$ cat config.mk
export PLATFORM = sky130hd
export DESIGN_NAME = sync_length_xor_frame_receiver_unit_flat
export DESIGN_NICKNAME = d
export VERILOG_FILES = /design/src/rtl/slxfr_pkg.sv /design/src/rtl/slxfr_if.sv /design/src/rtl/sync_length_xor_frame_receiver_unit.sv /design/src/rtl/slxfr_store.sv /design/src/rtl/slxfr_ctrl.sv /design/src/flat_wrapper.sv
export SDC_FILE = /design/constraint.sdc
export NUM_CORES = 1
export LEC_CHECK = 0
export ABC_AREA = 0
export CAP_MARGIN = 20
export CORE_ASPECT_RATIO = 0.8
export CORE_UTILIZATION = 40
export DETAILED_ROUTE_END_ITERATION = 16
export DONT_BUFFER_PORTS = 1
export PLACE_DENSITY = 0.62
export SKIP_LAST_GASP = 1
export SYNTH_ARGS = -nofsm -noshare
export SYNTH_HDL_FRONTEND = slang
export SYNTH_SLANG_ARGS = --single-unit
$ cat constraint.sdc
create_clock -name i_clk -period 2.6 [get_ports i_clk]
set_input_delay 0 -clock i_clk [delete_from_list [all_inputs] [get_ports i_clk]]
set_output_delay 0 -clock i_clk [all_outputs]
set_load 0.1 [all_outputs]
$ cat src/rtl/slxfr_pkg.sv
// Shared types, constants and codes for the sync/length/XOR frame receiver.
package slxfr_pkg;

    localparam int BYTE_W          = 8;
    localparam int IDX_W           = 5;
    localparam int SIZE_W          = 6;
    localparam int CFG_DATA_W      = 32;
    localparam int PADDR_W         = 3;
    localparam int MAX_PAYLOAD_DEF = 32;

    localparam logic [BYTE_W-1:0] SYNC_FIRST  = 8'h06;
    localparam logic [BYTE_W-1:0] SYNC_SECOND = 8'h85;

    localparam logic [SIZE_W-1:0] PAYLOAD_SIZE_RST = 6'd1;

    // register index as decoded from paddr[2]
    localparam logic REG_PAYLOAD_SIZE = 1'b0;

    typedef enum logic [2:0] {
        PH_HUNT,
        PH_SECOND,
        PH_LENGTH,
        PH_PAYLOAD,
        PH_CHECK,
        PH_READ,
        PH_LOAD
    } t_phase;

    typedef struct packed {
        logic wr_en;
        logic rd_en;
    } t_store_ctl;

    typedef struct packed {
        logic readout;
        logic mem_wr;
        logic mem_rd;
    } t_ctrl_status;

endpackage

$ cat src/rtl/slxfr_if.sv
// Request channel interfaces: received link bytes in, verified payload bytes out.
interface slxfr_rx_if;
    logic                          valid;
    logic                          ready;
    logic [slxfr_pkg::BYTE_W-1:0]  rx_byte;

    modport source (output valid, output rx_byte, input ready);
    modport sink   (input valid, input rx_byte, output ready);
endinterface

interface slxfr_out_if;
    logic                          valid;
    logic                          ready;
    logic [slxfr_pkg::BYTE_W-1:0]  payload_byte;
    logic [slxfr_pkg::IDX_W-1:0]   byte_index;
    logic                          last_byte;

    modport source (output valid, output payload_byte, output byte_index, output last_byte,
                    input ready);
    modport sink   (input valid, input payload_byte, input byte_index, input last_byte,
                    output ready);
endinterface

$ cat src/rtl/sync_length_xor_frame_receiver_unit.sv
// Top level of the sync/length/XOR frame receiver: config register, parser, frame store.
//
//  channel   | dir | handshake            | payload
//  ----------+-----+----------------------+-------------------------------------------
//  i_rx      | in  | valid / ready        | rx_byte[7:0]
//  o_res     | out | valid / ready        | payload_byte[7:0], byte_index[4:0], last_byte
//  APB       | in  | psel/penable/pwrite  | paddr[2:0], pwdata[31:0], prdata[31:0]
//
// Flow: link bytes are taken whenever valid while the receiver hunts, checks the header,
// the length, the payload and the checksum. After a good checksum the input stalls while
// the payload is read back from the frame store byte by byte: a store read, then an
// output register load, since the store has a single read port with registered read data.
// Reset: synchronous, active low; clears the parser and sets payload_size to 1. The frame
// store is not cleared. A stalled output holds its request and the readout waits for it;
// the next link byte is taken as soon as the last payload byte sits in the output register.
module sync_length_xor_frame_receiver_unit #(
    parameter int MAX_PAYLOAD = slxfr_pkg::MAX_PAYLOAD_DEF
) (
    input  logic                             i_clk,
    input  logic                             i_rst_n,
    slxfr_rx_if.sink                         i_rx,
    slxfr_out_if.source                      o_res,
    input  logic                             psel,
    input  logic                             penable,
    input  logic                             pwrite,
    input  logic [slxfr_pkg::PADDR_W-1:0]    paddr,
    input  logic [slxfr_pkg::CFG_DATA_W-1:0] pwdata,
    output logic [slxfr_pkg::CFG_DATA_W-1:0] prdata,
    output logic                             pready
);

    // store address and frame counter widths
    localparam int AW = (MAX_PAYLOAD > 1) ? $clog2(MAX_PAYLOAD) : 1;
    localparam int CW = $clog2(MAX_PAYLOAD + 1);

    logic [slxfr_pkg::SIZE_W-1:0] r_payload_size;
    logic                         w_cfg_hit;
    logic                         w_cfg_wr;

    slxfr_pkg::t_store_ctl        w_store_ctl;
    slxfr_pkg::t_ctrl_status      w_status;
    logic [AW-1:0]                w_waddr;
    logic [AW-1:0]                w_raddr;
    logic [slxfr_pkg::BYTE_W-1:0] w_wdata;
    logic [slxfr_pkg::BYTE_W-1:0] w_rdata;

    // APB: the access phase writes; a write to any other slot is ignored
    assign pready    = 1'b1;
    assign w_cfg_hit = (paddr[2] == slxfr_pkg::REG_PAYLOAD_SIZE);
    assign w_cfg_wr  = psel && penable && pwrite && pready && w_cfg_hit;
    assign prdata    = w_cfg_hit ? slxfr_pkg::CFG_DATA_W'(r_payload_size) : '0;

    always_ff @(posedge i_clk) begin
        if (!i_rst_n) begin
            r_payload_size <= slxfr_pkg::PAYLOAD_SIZE_RST;
        end else if (w_cfg_wr) begin
            r_payload_size <= pwdata[slxfr_pkg::SIZE_W-1:0];
        end
    end

    // parser, checksum and readout sequencing
    slxfr_ctrl #(
        .MAX_PAYLOAD (MAX_PAYLOAD),
        .AW          (AW),
        .CW          (CW)
    ) u_ctrl (
        .i_clk          (i_clk),
        .i_rst_n        (i_rst_n),
        .i_cfg_wr       (w_cfg_wr),
        .i_payload_size (r_payload_size),
        .i_rx           (i_rx),
        .o_res          (o_res),
        .o_store_ctl    (w_store_ctl),
        .o_waddr        (w_waddr),
        .o_wdata        (w_wdata),
        .o_raddr        (w_raddr),
        .i_rdata        (w_rdata),
        .o_status       (w_status)
    );

    // payload buffer; writes and reads fall in separate phases, so no forwarding is needed
    slxfr_store #(
        .DEPTH (MAX_PAYLOAD),
        .AW    (AW)
    ) u_store (
        .i_clk   (i_clk),
        .i_ctl   (w_store_ctl),
        .i_waddr (w_waddr),
        .i_wdata (w_wdata),
        .i_raddr (w_raddr),
        .o_rdata (w_rdata)
    );

    // the store never sees a write and a read in the same cycle
    a_store_excl: assert property (@(posedge i_clk) disable iff (!i_rst_n)
        !(w_status.mem_wr && w_status.mem_rd))
        else $error("frame store written and read in one cycle");

    // no link byte is taken while the payload is being read out
    a_no_rx_in_readout: assert property (@(posedge i_clk) disable iff (!i_rst_n)
        w_status.readout |-> !i_rx.ready)
        else $error("input ready during readout");

    // readout only starts straight after an accepted checksum byte
    a_readout_start: assert property (@(posedge i_clk) disable iff (!i_rst_n)
        $rose(w_status.readout) |-> $past(i_rx.valid && i_rx.ready))
        else $error("readout started without a checksum byte");

    // the marked byte sits at the configured end of the payload
    a_last_index: assert property (@(posedge i_clk) disable iff (!i_rst_n)
        (o_res.valid && o_res.last_byte) |->
            (32'(o_res.byte_index) == ((32'(r_payload_size) - 32'd1) & 32'd31)))
        else $error("last byte at wrong index");

endmodule

$ cat src/rtl/slxfr_store.sv
// Frame store: one write port, one read port, registered read data.
module slxfr_store #(
    parameter int DEPTH = slxfr_pkg::MAX_PAYLOAD_DEF,
    parameter int AW    = 5
) (
    input  logic                         i_clk,
    input  slxfr_pkg::t_store_ctl        i_ctl,
    input  logic [AW-1:0]                i_waddr,
    input  logic [slxfr_pkg::BYTE_W-1:0] i_wdata,
    input  logic [AW-1:0]                i_raddr,
    output logic [slxfr_pkg::BYTE_W-1:0] o_rdata
);

    logic [slxfr_pkg::BYTE_W-1:0] r_mem [DEPTH];
    logic [slxfr_pkg::BYTE_W-1:0] r_rdata;

    always_ff @(posedge i_clk) begin
        if (i_ctl.wr_en) begin
            r_mem[i_waddr] <= i_wdata;
        end
    end

    // read data holds until the next read
    always_ff @(posedge i_clk) begin
        if (i_ctl.rd_en) begin
            r_rdata <= r_mem[i_raddr];
        end
    end

    assign o_rdata = r_rdata;

endmodule

$ cat src/rtl/slxfr_ctrl.sv
// Frame parser and readout sequencer around the frame store.
module slxfr_ctrl #(
    parameter int MAX_PAYLOAD = slxfr_pkg::MAX_PAYLOAD_DEF,
    parameter int AW          = 5,
    parameter int CW          = 6
) (
    input  logic                         i_clk,
    input  logic                         i_rst_n,
    input  logic                         i_cfg_wr,
    input  logic [slxfr_pkg::SIZE_W-1:0] i_payload_size,
    slxfr_rx_if.sink                     i_rx,
    slxfr_out_if.source                  o_res,
    output slxfr_pkg::t_store_ctl        o_store_ctl,
    output logic [AW-1:0]                o_waddr,
    output logic [slxfr_pkg::BYTE_W-1:0] o_wdata,
    output logic [AW-1:0]                o_raddr,
    input  logic [slxfr_pkg::BYTE_W-1:0] i_rdata,
    output slxfr_pkg::t_ctrl_status      o_status
);

    slxfr_pkg::t_phase            r_phase, n_phase;
    logic [CW-1:0]                r_count, n_count;
    logic [slxfr_pkg::BYTE_W-1:0] r_xor, n_xor;
    logic [CW-1:0]                r_rd_idx, n_rd_idx;

    logic                          r_out_valid, n_out_valid;
    logic [slxfr_pkg::BYTE_W-1:0]  r_out_byte, n_out_byte;
    logic [slxfr_pkg::IDX_W-1:0]   r_out_idx, n_out_idx;
    logic                          r_out_last, n_out_last;

    logic                          w_in_ready;
    logic                          w_in_acc;
    logic [slxfr_pkg::BYTE_W-1:0]  w_rx;
    logic [CW-1:0]                 w_count_inc;
    logic                          w_payload_end;
    logic                          w_size_ok;
    logic                          w_rd_last;
    logic                          w_out_free;
    logic [31:0]                   w_rd_idx_ext;
    slxfr_pkg::t_store_ctl         w_store;

    assign w_in_ready = (r_phase == slxfr_pkg::PH_HUNT)    ||
                        (r_phase == slxfr_pkg::PH_SECOND)  ||
                        (r_phase == slxfr_pkg::PH_LENGTH)  ||
                        (r_phase == slxfr_pkg::PH_PAYLOAD) ||
                        (r_phase == slxfr_pkg::PH_CHECK);
    assign w_in_acc   = i_rx.valid && w_in_ready;
    assign w_rx       = i_rx.rx_byte;

    assign w_count_inc   = r_count + CW'(1);
    assign w_payload_end = (32'(w_count_inc) >= 32'(i_payload_size)) ||
                           (32'(w_count_inc) >= MAX_PAYLOAD);
    assign w_size_ok     = (i_payload_size != '0) && (32'(i_payload_size) <= MAX_PAYLOAD);
    assign w_rd_last     = (r_rd_idx + CW'(1)) == r_count;
    assign w_out_free    = !r_out_valid || o_res.ready;
    assign w_rd_idx_ext  = 32'(r_rd_idx);

    always_comb begin
        n_phase     = r_phase;
        n_count     = r_count;
        n_xor       = r_xor;
        n_rd_idx    = r_rd_idx;
        n_out_valid = r_out_valid && !o_res.ready;
        n_out_byte  = r_out_byte;
        n_out_idx   = r_out_idx;
        n_out_last  = r_out_last;
        w_store     = '0;
        case (r_phase)
            slxfr_pkg::PH_HUNT: begin
                if (w_in_acc && (w_rx == slxfr_pkg::SYNC_FIRST)) begin
                    n_phase = slxfr_pkg::PH_SECOND;
                end
            end
            slxfr_pkg::PH_SECOND: begin
                if (w_in_acc) begin
                    n_phase = (w_rx == slxfr_pkg::SYNC_SECOND) ? slxfr_pkg::PH_LENGTH
                                                               : slxfr_pkg::PH_HUNT;
                end
            end
            slxfr_pkg::PH_LENGTH: begin
                if (w_in_acc) begin
                    if (w_size_ok && (w_rx == {2'b00, i_payload_size})) begin
                        n_xor   = w_rx;
                        n_count = '0;
                        n_phase = slxfr_pkg::PH_PAYLOAD;
                    end else begin
                        n_phase = slxfr_pkg::PH_HUNT;
                        n_count = '0;
                        n_xor   = '0;
                    end
                end
            end
            slxfr_pkg::PH_PAYLOAD: begin
                if (w_in_acc) begin
                    w_store.wr_en = 1'b1;
                    n_xor         = r_xor ^ w_rx;
                    n_count       = w_count_inc;
                    if (w_payload_end) begin
                        n_phase = slxfr_pkg::PH_CHECK;
                    end
                end
            end
            slxfr_pkg::PH_CHECK: begin
                if (w_in_acc) begin
                    if (w_rx == r_xor) begin
                        n_rd_idx = '0;
                        n_phase  = slxfr_pkg::PH_READ;
                    end else begin
                        n_phase = slxfr_pkg::PH_HUNT;
                        n_count = '0;
                        n_xor   = '0;
                    end
                end
            end
            slxfr_pkg::PH_READ: begin
                w_store.rd_en = 1'b1;
                n_phase       = slxfr_pkg::PH_LOAD;
            end
            slxfr_pkg::PH_LOAD: begin
                // read data holds in the store until the output register frees up
                if (w_out_free) begin
                    n_out_valid = 1'b1;
                    n_out_byte  = i_rdata;
                    n_out_idx   = w_rd_idx_ext[slxfr_pkg::IDX_W-1:0];
                    n_out_last  = w_rd_last;
                    if (w_rd_last) begin
                        n_phase = slxfr_pkg::PH_HUNT;
                        n_count = '0;
                        n_xor   = '0;
                    end else begin
                        n_rd_idx = r_rd_idx + CW'(1);
                        n_phase  = slxfr_pkg::PH_READ;
                    end
                end
            end
            default: begin
                n_phase = slxfr_pkg::PH_HUNT;
                n_count = '0;
                n_xor   = '0;
            end
        endcase
        // drop any frame in progress on a size write
        if (i_cfg_wr) begin
            n_phase = slxfr_pkg::PH_HUNT;
            n_count = '0;
            n_xor   = '0;
        end
    end

    always_ff @(posedge i_clk) begin
        if (!i_rst_n) begin
            r_phase     <= slxfr_pkg::PH_HUNT;
            r_count     <= '0;
            r_xor       <= '0;
            r_rd_idx    <= '0;
            r_out_valid <= 1'b0;
        end else begin
            r_phase     <= n_phase;
            r_count     <= n_count;
            r_xor       <= n_xor;
            r_rd_idx    <= n_rd_idx;
            r_out_valid <= n_out_valid;
        end
    end

    always_ff @(posedge i_clk) begin
        r_out_byte <= n_out_byte;
        r_out_idx  <= n_out_idx;
        r_out_last <= n_out_last;
    end

    assign i_rx.ready         = w_in_ready;
    assign o_res.valid        = r_out_valid;
    assign o_res.payload_byte = r_out_byte;
    assign o_res.byte_index   = r_out_idx;
    assign o_res.last_byte    = r_out_last;

    assign o_store_ctl = w_store;
    assign o_waddr     = r_count[AW-1:0];
    assign o_wdata     = w_rx;
    assign o_raddr     = r_rd_idx[AW-1:0];

    assign o_status.readout = (r_phase == slxfr_pkg::PH_READ) ||
                              (r_phase == slxfr_pkg::PH_LOAD);
    assign o_status.mem_wr  = w_store.wr_en;
    assign o_status.mem_rd  = w_store.rd_en;

endmodule

$ cat src/flat_wrapper.sv
// flat-port wrapper written by rule: the top's interface ports become plain ports
module sync_length_xor_frame_receiver_unit_flat 
#(
    parameter int MAX_PAYLOAD = slxfr_pkg::MAX_PAYLOAD_DEF
)
  (i_clk, i_rst_n, psel, penable, pwrite, paddr, pwdata, prdata, pready, i_rx_valid, i_rx_rx_byte, i_rx_ready, o_res_valid, o_res_payload_byte, o_res_byte_index, o_res_last_byte, o_res_ready);
  slxfr_rx_if i_rx_i ();
  slxfr_out_if o_res_i ();
  input  logic i_clk;
  input  logic i_rst_n;
  input  logic psel;
  input  logic penable;
  input  logic pwrite;
  input  logic [slxfr_pkg::PADDR_W-1:0] paddr;
  input  logic [slxfr_pkg::CFG_DATA_W-1:0] pwdata;
  output logic [slxfr_pkg::CFG_DATA_W-1:0] prdata;
  output logic pready;
  input wire logic [$bits(i_rx_i.valid)-1:0] i_rx_valid;
  input wire logic [$bits(i_rx_i.rx_byte)-1:0] i_rx_rx_byte;
  output wire logic [$bits(i_rx_i.ready)-1:0] i_rx_ready;
  output wire logic [$bits(o_res_i.valid)-1:0] o_res_valid;
  output wire logic [$bits(o_res_i.payload_byte)-1:0] o_res_payload_byte;
  output wire logic [$bits(o_res_i.byte_index)-1:0] o_res_byte_index;
  output wire logic [$bits(o_res_i.last_byte)-1:0] o_res_last_byte;
  input wire logic [$bits(o_res_i.ready)-1:0] o_res_ready;
  assign i_rx_i.valid = i_rx_valid;
  assign i_rx_i.rx_byte = i_rx_rx_byte;
  assign i_rx_ready = i_rx_i.ready;
  assign o_res_valid = o_res_i.valid;
  assign o_res_payload_byte = o_res_i.payload_byte;
  assign o_res_byte_index = o_res_i.byte_index;
  assign o_res_last_byte = o_res_i.last_byte;
  assign o_res_i.ready = o_res_ready;
  sync_length_xor_frame_receiver_unit #(.MAX_PAYLOAD(MAX_PAYLOAD)) u_core (.i_clk(i_clk), .i_rst_n(i_rst_n), .i_rx(i_rx_i), .o_res(o_res_i), .psel(psel), .penable(penable), .pwrite(pwrite), .paddr(paddr), .pwdata(pwdata), .prdata(prdata), .pready(pready));
endmodule
Word-level counts from Yosys, hierarchy flattened
Memory sizes are Yosys's and may differ from the RTL's. A register that Yosys moved wholly into a read port is not among the register bits.
Cells that the tools add are included.
{"block": "word_totals", "register_bits": 44, "latch_bits": 0, "mem_bits_rw": 256, "mem_bits_ro": 0, "in_bits": 50, "output_inout_bits": 49, "word_cells": 106, "mem_count": 1}
{"block": "op_classes", "addsub": 2, "n_mul": 0, "div": 0, "n_lt_le_gt_ge": 3, "eq_ne": 22, "shift": 0, "muxes": 40, "n_bitwise": 4, "reduce_logical": 25}
{"memory": "u_core.u_store.r_mem", "words": 32, "word_bits": 8, "read_ports": 1, "rd_clocked_by_memory_dff": 1, "wr": 1, "line_no": "slxfr_store.sv:14", "text": "logic [slxfr_pkg::BYTE_W-1:0] r_mem [DEPTH];"}
{"cell": "2-to-1 mux 6 bit", "n": 11}
{"cell": "2-to-1 mux 8 bit", "n": 7}
{"cell": "case mux 8 bit (5 select lines)", "n": 1}
{"cell": "case mux 6 bit (5 select lines)", "n": 1}
{"cell": "2-to-1 mux 3 bit", "n": 9}
{"cell": "case mux 3 bit (7 select lines)", "n": 1}
{"cell": "!= test 2 bit (second input constant)", "n": 9}
{"cell": "AND reduction 7 bit", "n": 2}
{"cell": "adder 6 x 1 -> 6 bit (second input constant)", "n": 2}
{"cell": "case mux 6 bit (2 select lines)", "n": 1}
{"cell": "equality test 3 bit (second input constant)", "n": 3}
{"cell": "equality test 8 x 3 -> 1 bit (second input constant)", "n": 1}
{"cell": "equality test 8 x 6 -> 1 bit", "n": 1}
{"cell": "equality test 8 bit", "n": 1}
{"cell": "equality test 8 bit (second input constant)", "n": 1}
{"cell": "logical AND 1 bit", "n": 8}
{"cell": "bitwise XOR 8 bit", "n": 1}
{"cell": "2-to-1 mux 1 bit", "n": 7}
{"cell": "equality test 3 x 2 -> 1 bit (second input constant)", "n": 2}
{"cell": "equality test 6 bit", "n": 1}
{"cell": ">= comparator 6 bit", "n": 1}
{"cell": ">= comparator 6 bit (second input constant)", "n": 1}
{"cell": "less-or-equal comparator 6 bit (second input constant)", "n": 1}
{"cell": "logical OR 1 bit", "n": 6}
{"cell": "12 further kinds", "n": 17}

Depth between registers and ports, before layout
Gate-level depths: netlist (run 1).
{"block": "logic_depth", "depth_word": 10, "mapped_depth": 10, "ltp_nobuf": 9}

Hierarchy
From an unflattened synthesis (run 1), not the netlist that was laid out.
{"block": "unflattened", "cells_unflattened": 760, "hier_area_um2": 13207.7}
{"mod": "slxfr_store", "n_inst": 1, "cells_each": 417, "area_per_inst_um2": 10133.5, "seq_area_each_um2": 7927.6}
{"mod": "slxfr_ctrl", "n_inst": 1, "cells_each": 281, "area_per_inst_um2": 2556.2, "seq_area_each_um2": 900.9}
{"mod": "sync_length_xor_frame_receiver_unit", "n_inst": 1, "cells_each": 62, "area_per_inst_um2": 518.0, "seq_area_each_um2": 120.1}

Least setup slack after synthesis (run 1)
No wires, ideal clock.
{"block": "synth_timing", "kind": "reg-to-output", "from": "reg u_core.u_ctrl.r_phase[0]", "to": "out i_rx_ready", "arrival_ns": 2.817, "required_ns": 2.600, "path_slack_ns": -0.217, "path_stages_with_launch": 4, "path_buffers": 2, "path_cell_list": "dfxtp_1 -> clkbuf_1 -> clkbuf_1 -> o21ai_0"}
{"block": "synth_via", "elab_chain_len": 5, "elab_cells_between_ends": 9, "classes_between": "eq/ne (4); reduce/logical (5)"}
{"element": "start, declared", "line_no": "slxfr_ctrl.sv:21", "text": "slxfr_pkg::t_phase r_phase, n_phase;"}
{"element": "start signal, assigned", "line_no": "slxfr_ctrl.sv:152", "text": "r_phase <= slxfr_pkg::PH_HUNT;"}
{"element": "start signal, assigned", "line_no": "slxfr_ctrl.sv:158", "text": "r_phase <= n_phase;"}
{"element": "equality test 3 x 1 -> 1 bit or logical NOT 3 bit (tied branches)", "line_no": "slxfr_ctrl.sv:43, slxfr_ctrl.sv:42"}
{"element": "logical OR 1 bit", "line_no": "slxfr_ctrl.sv:42", "text": "assign w_in_ready = (r_phase == slxfr_pkg::PH_HUNT) ||"}
{"element": "logical OR 1 bit", "line_no": "slxfr_ctrl.sv:43", "text": "(r_phase == slxfr_pkg::PH_SECOND) ||"}
{"element": "logical OR 1 bit", "line_no": "slxfr_ctrl.sv:44", "text": "(r_phase == slxfr_pkg::PH_LENGTH) ||"}
{"element": "logical OR 1 bit (*)", "line_no": "slxfr_ctrl.sv:45", "text": "(r_phase == slxfr_pkg::PH_PAYLOAD) ||"}
{"element": "end, declared", "line_no": "flat_wrapper.sv:20", "text": "output wire logic [$bits(i_rx_i.ready)-1:0] i_rx_ready;"}
Mark *: on every way between the ends. The rest lies on a longest branch, timed or not.

Worst setup path after layout (run 1)
{"block": "layout_timing", "from": "reg u_core.u_ctrl.r_count[0]", "to": "reg u_core.u_ctrl.r_phase[0]"}
{"block": "layout_via", "elab_chain_len": 5, "elab_cells_between_ends": 10, "classes_between": "add/sub (1); order compare (2); eq/ne (2); mux (3); reduce/logical (2)"}
{"element": "start, declared", "line_no": "slxfr_ctrl.sv:22", "text": "logic [CW-1:0] r_count, n_count;"}
{"element": "start signal, assigned", "line_no": "slxfr_ctrl.sv:159", "text": "r_count <= n_count;"}
{"element": "adder 6 x 1 -> 6 bit", "line_no": "slxfr_ctrl.sv:50", "text": "assign w_count_inc = r_count + CW'(1);"}
{"element": ">= comparator 6 bit, on equally long branches", "line_no": "slxfr_ctrl.sv:51, slxfr_ctrl.sv:52"}
{"element": "logical OR 1 bit", "line_no": "slxfr_ctrl.sv:51", "text": "assign w_payload_end = (32'(w_count_inc) >= 32'(i_payload_size)) ||"}
{"element": "!= test 2 bit (no source line)"}
{"element": "AND reduction 7 bit (no source line)"}
Parallel ways exist; a longest one is shown, timed or not. The select of a mux whose other input is x is not followed.
A chain may end at the register's enable or synchronous reset.

==> out/metrics.cfg, run 1 <==
[status]
outcome = complete, no violations

[floorplan]
die_x_um = 203.2
die_area_um2 = 33100
start_util_pct = 40.92
io_pins = 99
core-area_um2 = 31640
placementRows = 58
dieHeight_um = 162.9

[placed_design]
gp_congestion = 0.8046
place_hpwl_mm = 17.14
place_ws_ns = 0.2132
portBuffers = 0

[grt]
grt_pass1_wl_mm = 42.06
grt-ovfl-total = 0
track_usage_pct = 17.37
grt_max_degree = 48
antenna_found_initial = 0
grt_pass1_vias = 6530

[logic_synthesis]
seq_area_frac_synth_pct = 69.11
synth_ff_type = edfxtp_1
yosys.area_share.adder_pct = 1.063
synth_seq_cells = 308
netlist_instances = 735
synth_top_area_share_pct = 64.47
synth_compound_area_share_pct = 3.082
async_flop_share_pct = 0
syn-cell-area_um2 = 12950
synth_top_family_by_area = multiplexers
yosys-top-cells-area = edfxtp_1 64%, mux4_2 14%, dfxtp_1 4.6%, buf_4 1.6%, nor2_1 1.3%
synth_top_cell_by_area = edfxtp_1
ys.warnings.count = 0
muxShareOfSynthArea_pct = 15.85
synth-xor-area-share_pct = 1.556
ys_types = 54
synth_edf_count = 278
yosys.area_share.simple_pct = 5.962
syn_avg_cell_area_um2 = 17.62

[clock_network]
cts-buffers-inserted = 29
cts_tree = built
path_clk_slew_ns = 0.06
h-tree-depth = 1
clk_latency_ns = 0.56
clockRootBuffer = clkbuf_16
post_cts.repair.setup_buffers = 0
clock_path_buffers = 3
cts.sinks = 308

[sta]
finalCriticalPeriod_ns = 2.367
fmax_mhz = 422.4
drv_slew = 0
worstMarginPinSlew_ns = 0.9185
grt_setup_unrepaired = no
holdWs_ns = 0.06487
hold_viol_final = 0
setup_violations = 0
fin_crit_sh_pct = 91.06
skew_ns = 0.01479
relSlewSlack_pct = 38.89
final.setup.tns_ns = 0
setup_slack_ns = 0.2326

[route]
route.met3.wl_mm = 1.846
first_pass_iters = 5
highest_layer = met4
wl_met2_mm = 12.57
ant_nets = 0
vias = 6748
post_drt_wl_per_cell_um = 22.12
vias_per_cell = 5.284
wl_met1_mm = 13.43
wl_mm = 28.25
drc_errors = 0
drtIter0Drc = 599

[worst_setup_path]
cp.required_ns = 3.08
crit_arrival_ns = 2.84
critPathKind = reg2reg
critPathMaxFanout = 6
worstSetupEndpointType = register
reg2reg_depth = 8
critPathLaunchType = register

[pwr]
power_leakage_nw = 4.883
p_sw_mw = 2.067
seqPwrFrac_pct = 55.1
vdd_ir_drop_max_mv = 0.4841
intPower_mw = 7.704
p_comb_share_pct = 3.7
p_clk_share_pct = 41.2
p_per_area_nw_per_um2 = 646.6
power.share.switching_pct = 21.16

[finish]
nets = 896
final_common_cell = edfxtp_1
final_cell_mix = 278 x edfxtp_1, 80 x mux4_2, 72 x buf_4
layout-drive-gt1-share_pct = 26.37
syn2layout_area_growth_pct = 16.71
nFillCells = 2665
antenna_cells = 0

[hold_path]
min_path_type = in2reg
whs_path_depth = 6

[job]
max-cap-violations = 0

## per-layer routing
| layer | vias to the layer above | track usage (%) |
|---|---|---|
| met5 | - | 0 |
| met2 | 201 | 25.78 |
| met1 | 3474 | 26.16 |
| met3 | 31 | 3.942 |
| li1 | 3042 | - |
| met4 | 0 | 3.452 |
## per-stage QoR
stage	utilization [%]	std cells	power (mW)	cell area, µm²
after detailed placement	43.72	1194	5.715	13830
final	47.76	1277	9.771	15110
after global routing	47.76	1277	10.07	15110
after floorplan	-	760	5.743	13040
after global placement	43.72	1194	5.714	13830
after CTS	47.75	1277	9.874	15110
## cell type report
class	count	area, µm²	share of cell area, %
clock buffer	39	763.2	5.051
clock inverter	14	130.1	0.8611
inverter	13	48.80	0.3229
multi-input combinational	377	3687	24.40
sequential	308	8956	59.26
tap	420	525.5	3.477
timing repair buffer	106	1001	6.624
## cell usage after synthesis, types with 7 or more instances
| library cell | number |
|---|---|
| clkbuf_1 | 18 |
| mux2i_1 | 16 |
| a211oi_1 | 9 |
| nand4_1 | 7 |
| xnor2_1 | 13 |
| mux4_2 | 80 |
| dfxtp_1 | 30 |
| ha_1 | 11 |
| nor2_1 | 45 |
| mux2_2 | 8 |
| buf_2 | 8 |
| xor2_1 | 10 |
| inv_1 | 11 |
| buf_4 | 27 |
| nand2_1 | 27 |
| a21oi_1 | 18 |
| nand3_1 | 13 |
| nor2b_1 | 13 |
| o21ai_1 | 7 |
| edfxtp_1 | 278 |
## registers in the layout, summed over array words and instances (netlist names), 3 cells and up
name / count
u_core.u_store.o_rdata: 8
u_core.r_payload_size: 6
u_core.u_ctrl.r_xor: 8
u_core.u_ctrl.r_phase: 3
u_core.u_store.r_mem: 256
u_core.u_ctrl.o_res.byte_index: 5
u_core.u_ctrl.r_rd_idx: 6
u_core.u_ctrl.r_count: 6
u_core.u_ctrl.o_res.payload_byte: 8
## critical path, cell delays in order (launching register included)
cell and delay, ns:
dfxtp_1 0.46, inv_1 0.11, ha_1 0.35, ha_1 0.28, a21o_1 0.15, a211oi_1 0.26, o211ai_1 0.26, and2_1 0.21
a211oi_1 0.18
## worst paths after layout
check	start	endpoint	slack [ns]
worst max-delay path	u_core.u_ctrl.r_count[0]$_SDFFE_PP0P_	u_core.u_ctrl.r_phase[0]$_SDFFE_PP0P_	0.23
worst min-delay path	i_rx_rx_byte[1]	u_core.u_ctrl.r_phase[1]$_SDFFE_PP0P_	0.06
worst max register to register	u_core.u_ctrl.r_count[0]$_SDFFE_PP0P_	u_core.u_ctrl.r_phase[0]$_SDFFE_PP0P_	0.23
worst min register to register	u_core.u_store.o_rdata[4]$_DFFE_PP_	u_core.u_ctrl.o_res.payload_byte[4]$_DFFE_PP_	0.42
## power groups by stage
stage	sequential, mW	combinational [mW]	clock [mW]
2_1_floorplan	5.49	0.250	0
3_3_place_gp	5.49	0.224	0
3_5_place_dp	5.49	0.225	0
4_1_cts	5.38	0.362	4.13
5_1_grt	5.38	0.377	4.31
6_report	5.38	0.359	4.03
## timing repair
item                                   CTS  global route
resized for setup                        0             1
hold buffers                            30             0
endpoints found under the hold margin  285             0
setup endpoints to repair                0             1
## cell families (layout without fill, tap and decap cells)
kind of cell,count (synthesis),in the layout
flops,308,308
simple gates,151,151
xor+xnor,23,23
compound gates,61,61
fa+ha+maj,11,11
other cells,2,27
buf+inv,75,172
mux,104,104
No activity file was read; power rests on OpenSTA's default activity.
==> run 2, diff against run 1 <==
- ABC_AREA: 0 -> 1
- GPL_TIMING_DRIVEN: not set -> 0
==> out/metrics.cfg, run 2 <==
[clock_network]
cts_tree = built  ; unchanged
cts.sinks = 308  ; unchanged
h-tree-depth = 1  ; unchanged
clk_latency_ns = 0.56  ; about the same
clock_path_buffers = 3  ; unchanged
path_clk_slew_ns = 0.07  ; was 0.06 ns
clockRootBuffer = clkbuf_16  ; unchanged
cts-buffers-inserted = 29  ; unchanged

[logic_synthesis]
syn-cell-area_um2 = 13310  ; was 12,950 µm²
synth_ff_type = edfxtp_1  ; unchanged
ys.warnings.count = 0  ; unchanged
ys_types = 38  ; was 54
seq_area_frac_synth_pct = 67.24  ; was 69.11%
async_flop_share_pct = 0  ; unchanged
synth_top_area_share_pct = 62.72  ; was 64.47%
synth_seq_cells = 308  ; unchanged
netlist_instances = 1209  ; was 735
synth_common_cells = 278 x edfxtp_1, 238 x nor2_1, 153 x nand2_1  ; was 278 x edfxtp_1, 80 x mux4_2, 45 x nor2_1
yosys-top-cells-area = edfxtp_1 63%, nor2_1 6.7%, o21ai_0 5.7%, dfxtp_1 4.5%, nand2_1 4.3%  ; was edfxtp_1 64%, mux4_2 14%, dfxtp_1 4.6%, buf_4 1.6%, nor2_1 1.3%
synth_top_cell_by_area = edfxtp_1  ; unchanged
yosysMostFrequentCell = edfxtp_1  ; unchanged
synth_edf_count = 278  ; unchanged
syn_avg_cell_area_um2 = 11.01  ; was 17.62 µm²

[finish]
layout.cells.non_filler = 1751  ; was 1,277
final_common_cell = edfxtp_1  ; unchanged
layout-drive-gt1-share_pct = 12.65  ; was 26.37%
largest_register_ffs = 256  ; unchanged
nets = 1359  ; was 896
multi_input_area_um2 = 4036  ; was 3687 µm²
nFillCells = 2977  ; was 2,665
syn2layout_area_growth_pct = 17.35  ; was 16.71%
regMostFlops = u_core.u_store.r_mem  ; unchanged
final_cell_mix = 278 x edfxtp_1, 197 x nor2_1, 149 x nand2_1  ; was 278 x edfxtp_1, 80 x mux4_2, 72 x buf_4
design_area_um2 = 15620  ; was 15,110 µm²
regArea_um2 = 8949  ; was 8956 µm²

[worst_setup_path]
worst-path-buf-inv = 3  ; was 1
path_cells = buf_6 -> buf_6 -> clkbuf_1 -> nor2_1 -> o22ai_1 -> nor2_1 -> o22ai_1 -> nand2_1 -> nand2_1  ; was inv_1 -> ha_1 -> ha_1 -> a21o_1 -> a211oi_1 -> o211ai_1 -> and2_1 -> a211oi_1
critical_path_depth = 9  ; was 8
cp.required_ns = 3.02  ; was 3.08 ns
critPathLaunchType = register  ; unchanged
reg2reg_slack_ns = -0.004  ; was 0.23 ns
crit_family = buffers and inverters  ; was compound AO/OA/AOI/OAI gates
critPathKind = reg2reg  ; unchanged
crit_slowest_cell = clkbuf_1  ; was dfxtp_1
r2r_end = u_core.u_store.o_rdata[2]$_DFFE_PP_  ; was u_core.u_ctrl.r_phase[0]$_SDFFE_PP0P_
worstSetupEndpointType = register  ; unchanged
reg2reg_depth = 9  ; was 8
crit_arrival_ns = 3.02  ; was 2.84 ns
max_stage_delay_ns = 0.57  ; was 0.46 ns
worstReg2RegStart = u_core.u_ctrl.r_rd_idx[0]$_SDFFE_PN0P_  ; was u_core.u_ctrl.r_count[0]$_SDFFE_PP0P_
critPathMaxFanout = 10  ; was 6

[pwr]
power_leakage_nw = 5.472  ; was 4.883 nW
p_per_area_nw_per_um2 = 645.7  ; was 646.6 nW/µm²
vdd_ir_drop_max_mv = 0.5079  ; was 0.4841 mV

[status]
outcome = finished with violations  ; was complete, no violations
violations = negative setup slack

[route]
first_pass_iters = 5  ; unchanged
drc_errors = 0  ; unchanged
drtIter0Drc = 1262  ; was 599
vias_per_cell = 5.520  ; was 5.284
post_drt_wl_per_cell_um = 22.07  ; was 22.12 µm
wl_mm = 38.65  ; was 28.25 mm
vias = 9666  ; was 6,748
ant_nets = 0  ; unchanged

[grt]
grt_pass1_wl_mm = 56.55  ; was 42.06 mm
grt-ovfl-total = 0  ; unchanged
use_met3_pct = 6.103  ; was 3.942%
antenna_found_initial = 2  ; was 0
grt_use_met1_pct = 34.57  ; was 26.16%
grt_use_met2_pct = 32.55  ; was 25.78%
busiest_layer = met1  ; unchanged
track_usage_pct = 22.90  ; was 17.37%
grt_pass1_vias = 8786  ; was 6,530
grt_max_degree = 36  ; was 48

[floorplan]
core-area_um2 = 32630  ; was 31,640 µm²
placementRows = 59  ; was 58
die_x_um = 205.9  ; was 203.2 µm
die_area_um2 = 34010  ; was 33,100 µm²
io_pins = 99  ; unchanged
dieHeight_um = 165.2  ; was 162.9 µm
start_util_pct = 40.79  ; was 40.92%

[sta]
final.setup.tns_ns = -0.004339  ; was 0 ns
finalCriticalPeriod_ns = 2.604  ; was 2.367 ns
skew_ns = 0.01409  ; was 0.01479 ns
setup_violations = 1  ; was 0
grt_setup_unrepaired = yes  ; was no
fin_crit_sh_pct = 100.2  ; was 91.06%
relSlewSlack_pct = 28.25  ; was 38.89%
setup_slack_ns = -0.004339  ; was 0.2326 ns
fmax_mhz = 384.0  ; was 422.4 MHz
hold_viol_final = 0  ; unchanged
drv_slew = 0  ; unchanged
worstMarginPinSlew_ns = 1.075  ; was 0.9185 ns

[hold_path]
min_path_type = in2reg  ; unchanged
whs_path_depth = 4  ; was 6
min_to = u_core.u_ctrl.r_xor[7]$_SDFFE_PP0P_  ; was u_core.u_ctrl.r_phase[1]$_SDFFE_PP0P_
hp-start = psel  ; was i_rx_rx_byte[1]

[placed_design]
place_hpwl_mm = 24.98  ; was 17.14 mm
portBuffers = 0  ; unchanged
dp.cells = 1661  ; was 1,194
dpl_cell_area_um2 = 13960  ; was 13,830 µm²
gp_congestion = 0.9732  ; was 0.8046

[job]
max-cap-violations = 0  ; unchanged

[run 2: power breakdown]
group	total (mW)	switching (mW)	internal [mW]
sequential	5.39	0.00330	5.38
combinational	0.430	0.331	0.0986
clock	4.27	1.84	2.43
[run 2: cells by family after synthesis]
| group | count (synthesis) | synth area share, % |
|---|---|---|
| and+or+nand+nor | 451 | 13.93 |
| DFF | 308 | 67.24 |
| AOI/OAI and AO/OA | 275 | 11.48 |
| buffers and inverters | 149 | 5.406 |
| xor gates and xnor gates | 13 | 0.8555 |
| adders and majority gates | 11 | 1.034 |
| other | 2 | 0.05643 |
[run 2: how the worst max path moves through the flow]
stage,from,to
CTS,u_core.u_ctrl.r_rd_idx[0]$_SDFFE_PN0P_,u_core.u_store.o_rdata[4]$_DFFE_PP_
global route,u_core.u_ctrl.r_rd_idx[0]$_SDFFE_PN0P_,u_core.u_store.o_rdata[2]$_DFFE_PP_
floorplan,u_core.u_ctrl.o_res.valid$_SDFF_PN0_,u_core.u_ctrl.r_rd_idx[2]$_SDFFE_PN0P_
global placement,u_core.u_ctrl.r_phase[1]$_SDFFE_PP0P_,u_core.u_store.r_mem[19][1]$_DFFE_PP_
detailed placement,u_core.u_ctrl.r_phase[2]$_SDFFE_PP0P_,u_core.u_store.r_mem[14][6]$_DFFE_PP_
finish,u_core.u_ctrl.r_rd_idx[0]$_SDFFE_PN0P_,u_core.u_store.o_rdata[2]$_DFFE_PP_
[run 2: final cells by class]
cell class | count | share of cell area (%)
multi-input cells | 777 | 25.85
flip-flops and latches | 308 | 57.30
diodes | 4 | 0.06409
inverters | 62 | 1.538
clock inverters | 21 | 1.306
plain buffers | 87 | 3.197
repair buffers | 33 | 2.612
clock buffers | 32 | 4.719
well taps | 427 | 3.421
[run 2: worst register-to-register path, cell delays in order (launching register included)]
cell and delay (ns):
dfxtp_1 0.39, buf_6 0.21, buf_6 0.19, clkbuf_1 0.58, nor2_1 0.14, o22ai_1 0.39
nor2_1 0.10, o22ai_1 0.31, nand2_1 0.09, nand2_1 0.08
[run 2: timing repair]
action,4_1_cts,5_1_grt
cloned,0,0
hold buffers,32,0
endpoints found under the setup margin,264,264
endpoints found under the hold margin,300,0
setup buffers,0,1
resized for setup,79,16
[run 2: stage by stage]
step                setup WS, ns  hold slack [ns]  power, mW  utilization (%)
global route            -0.04992          0.06909      10.32            47.84
global placement         -0.3251           0.1049      5.781            42.71
CTS                     0.008739          0.01551      10.11            47.75
detailed placement       -0.3883           0.1044      5.783            42.77
finish                 -0.004339          0.02205      10.08            47.86
floorplan                 0.3477          0.09887      5.769                -
[run 2: per-layer routing]
layer  share of wire (%)  up-vias
met5                   0        -
li1                    -     4421
met1                  45     4698
met2                  42      478
met4                 2.2        0
met3                  11       69
==> run 3, diff against run 2 <==
- SETUP_SLACK_MARGIN: not set -> 0.1
==> out/metrics.cfg, run 3 (synthesis gave the netlist of run 2 again) <==
[worst_setup_path]
critPathLaunchType = register  ; unchanged
critPathMaxFanout = 10  ; unchanged
max_stage_delay_ns = 0.39  ; was 0.57 ns
crit_arrival_ns = 2.77  ; was 3.02 ns
cp.required_ns = 2.89  ; was 3.02 ns
critPathKind = reg2reg  ; unchanged
path_cells = buf_6 -> clkinvlp_4 -> buf_4 -> buf_2 -> nor2_1 -> o22ai_1 -> o21ai_0 -> o22ai_1 -> nand2_1 -> nand2_1  ; was buf_6 -> buf_6 -> clkbuf_1 -> nor2_1 -> o22ai_1 -> nor2_1 -> o22ai_1 -> nand2_1 -> nand2_1
worstSetupEndpointType = register  ; unchanged
crit_slowest_cell = dfxtp_1  ; was clkbuf_1

[clock_network]
h-tree-depth = 1  ; unchanged
clk_latency_ns = 0.55  ; was 0.56 ns
path_clk_slew_ns = 0.07  ; about the same
clock_path_buffers = 3  ; unchanged
cts_tree = built  ; unchanged
clockRootBuffer = clkbuf_16  ; unchanged
cts-buffers-inserted = 29  ; unchanged
cts.sinks = 308  ; unchanged

[sta]
relSlewSlack_pct = 27.92  ; was 28.25%
drv_slew = 0  ; unchanged
fmax_mhz = 402.5  ; was 384.0 MHz
worstMarginPinSlew_ns = 1.080  ; was 1.075 ns
skew_ns = 0.01243  ; was 0.01409 ns
fin_crit_sh_pct = 95.56  ; was 100.2%
hold_viol_final = 0  ; unchanged
setup_violations = 0  ; was 1
finalCriticalPeriod_ns = 2.484  ; was 2.604 ns
grt_setup_unrepaired = no  ; was yes

[route]
wl_mm = 38.70  ; was 38.65 mm
first_pass_iters = 5  ; unchanged
vias = 9640  ; was 9,666
vias_per_cell = 5.499  ; was 5.520
drc_errors = 0  ; unchanged
ant_nets = 0  ; unchanged
post_drt_wl_per_cell_um = 22.07  ; about the same
drtIter0Drc = 1190  ; was 1,262

[floorplan]
start_util_pct = 40.79  ; unchanged
die_area_um2 = 34010  ; unchanged
core-area_um2 = 32630  ; unchanged
io_pins = 99  ; unchanged
placementRows = 59  ; unchanged
dieHeight_um = 165.2  ; unchanged
die_x_um = 205.9  ; unchanged

[grt]
grt_pass1_wl_mm = 56.52  ; was 56.55 mm
grt_use_met1_pct = 34.52  ; was 34.57%
busiest_layer = met1  ; unchanged
grt_pass1_vias = 8793  ; was 8,786
grt_use_met2_pct = 32.54  ; was 32.55%
track_usage_pct = 22.90  ; about the same
antenna_found_initial = 2  ; unchanged
grt_max_degree = 36  ; unchanged
use_met3_pct = 6.103  ; unchanged
grt-ovfl-total = 0  ; unchanged

[finish]
nets = 1361  ; was 1,359
syn2layout_area_growth_pct = 17.75  ; was 17.35%
layout.cells.non_filler = 1753  ; was 1,751
layout-drive-gt1-share_pct = 13.69  ; was 12.65%
final_cell_mix = 278 x edfxtp_1, 193 x nor2_1, 149 x nand2_1  ; was 278 x edfxtp_1, 197 x nor2_1, 149 x nand2_1
regMostFlops = u_core.u_store.r_mem  ; unchanged
final_common_cell = edfxtp_1  ; unchanged
design_area_um2 = 15670  ; was 15,620 µm²
largest_register_ffs = 256  ; unchanged

[pwr]
power_leakage_nw = 5.495  ; was 5.472 nW
vdd_ir_drop_max_mv = 0.5072  ; was 0.5079 mV
p_per_area_nw_per_um2 = 643.4  ; was 645.7 nW/µm²

[placed_design]
portBuffers = 0  ; unchanged
dpl_cell_area_um2 = 13960  ; unchanged
gp_congestion = 0.9732  ; unchanged
place_hpwl_mm = 24.98  ; unchanged
dp.cells = 1661  ; unchanged

[hold_path]
min_path_type = in2reg  ; unchanged

[status]
outcome = complete, no violations  ; was finished with violations

[job]
max-cap-violations = 0  ; unchanged

## run 3: cell types whose count changed in the layout (fill, tap and decap cells not counted), sizes merged
cell / before / now
clkbuf: 70 / 71
buf: 58 / 59
## run 3: layout make-up
class	instances	area [µm²]
Antenna cell	4	10.01
Tap cell	427	534.3
Clock inverter	21	203.9
Buffer	87	508.0
Multi-Input combinational cell	777	4066
Inverter	62	240.2
Timing Repair Buffer	35	422.9
Fill cell	2965	16960
Sequential cell	308	8949
Clock buffer	32	737.0
## run 3: path summary, 6_finish.rpt
kind	from	endpoint	slack, ns	depth (start not counted)
worst max register to register	u_core.u_ctrl.r_rd_idx[0]$_SDFFE_PN0P_	u_core.u_store.o_rdata[5]$_DFFE_PP_	0.12	10
worst max-delay path	u_core.u_ctrl.r_rd_idx[0]$_SDFFE_PN0P_	u_core.u_store.o_rdata[5]$_DFFE_PP_	0.12	10
worst min register to register	u_core.u_store.o_rdata[3]$_DFFE_PP_	u_core.u_ctrl.o_res.payload_byte[3]$_DFFE_PP_	0.42	0
worst min-delay path	psel	u_core.u_ctrl.r_xor[7]$_SDFFE_PP0P_	0.03	4
## run 3: timing repair
action | in CTS | in global routing
setup endpoints to repair | 264 | 17
hold buffers | 32 | 0
pin swaps | 0 | 2
buffers inserted | 0 | 3
gates resized for setup | 84 | 29
endpoints found under the hold margin | 300 | 0
## run 3: through the flow
stage	util, %	hold WS, ns	setup slack (ns)	power [mW]	TNS [ns]
floorplan	-	0.09887	0.3477	5.769	0
global placement	42.71	0.1049	-0.3251	5.781	-69.64
detailed placement	42.77	0.1044	-0.3883	5.783	-81.73
CTS	47.78	0.01551	0.06892	10.11	0
global route	48.01	0.06893	0.09151	10.32	0
finish	48.03	0.03299	0.1155	10.08	0
## run 3: power by group
| group | internal, mW | switching [mW] |
|---|---|---|
| sequential | 5.38 | 0.00310 |
| combinational | 0.0987 | 0.332 |
| clock | 2.43 | 1.84 |
## run 3: worst max-delay path, delay by kind of cell (launching register included)
kind | cells | cell delay (ns)
compound gates | 3 | 0.65
simple gates | 3 | 0.28
buf+inv | 4 | 0.89
flops | 1 | 0.39
## run 3: layer usage
layer | vias up | wire, µm
li1 | 4424 | -
met1 | 4661 | 17380
met2 | 494 | 16400
met3 | 61 | 4128
met4 | 0 | 791
met5 | - | 0
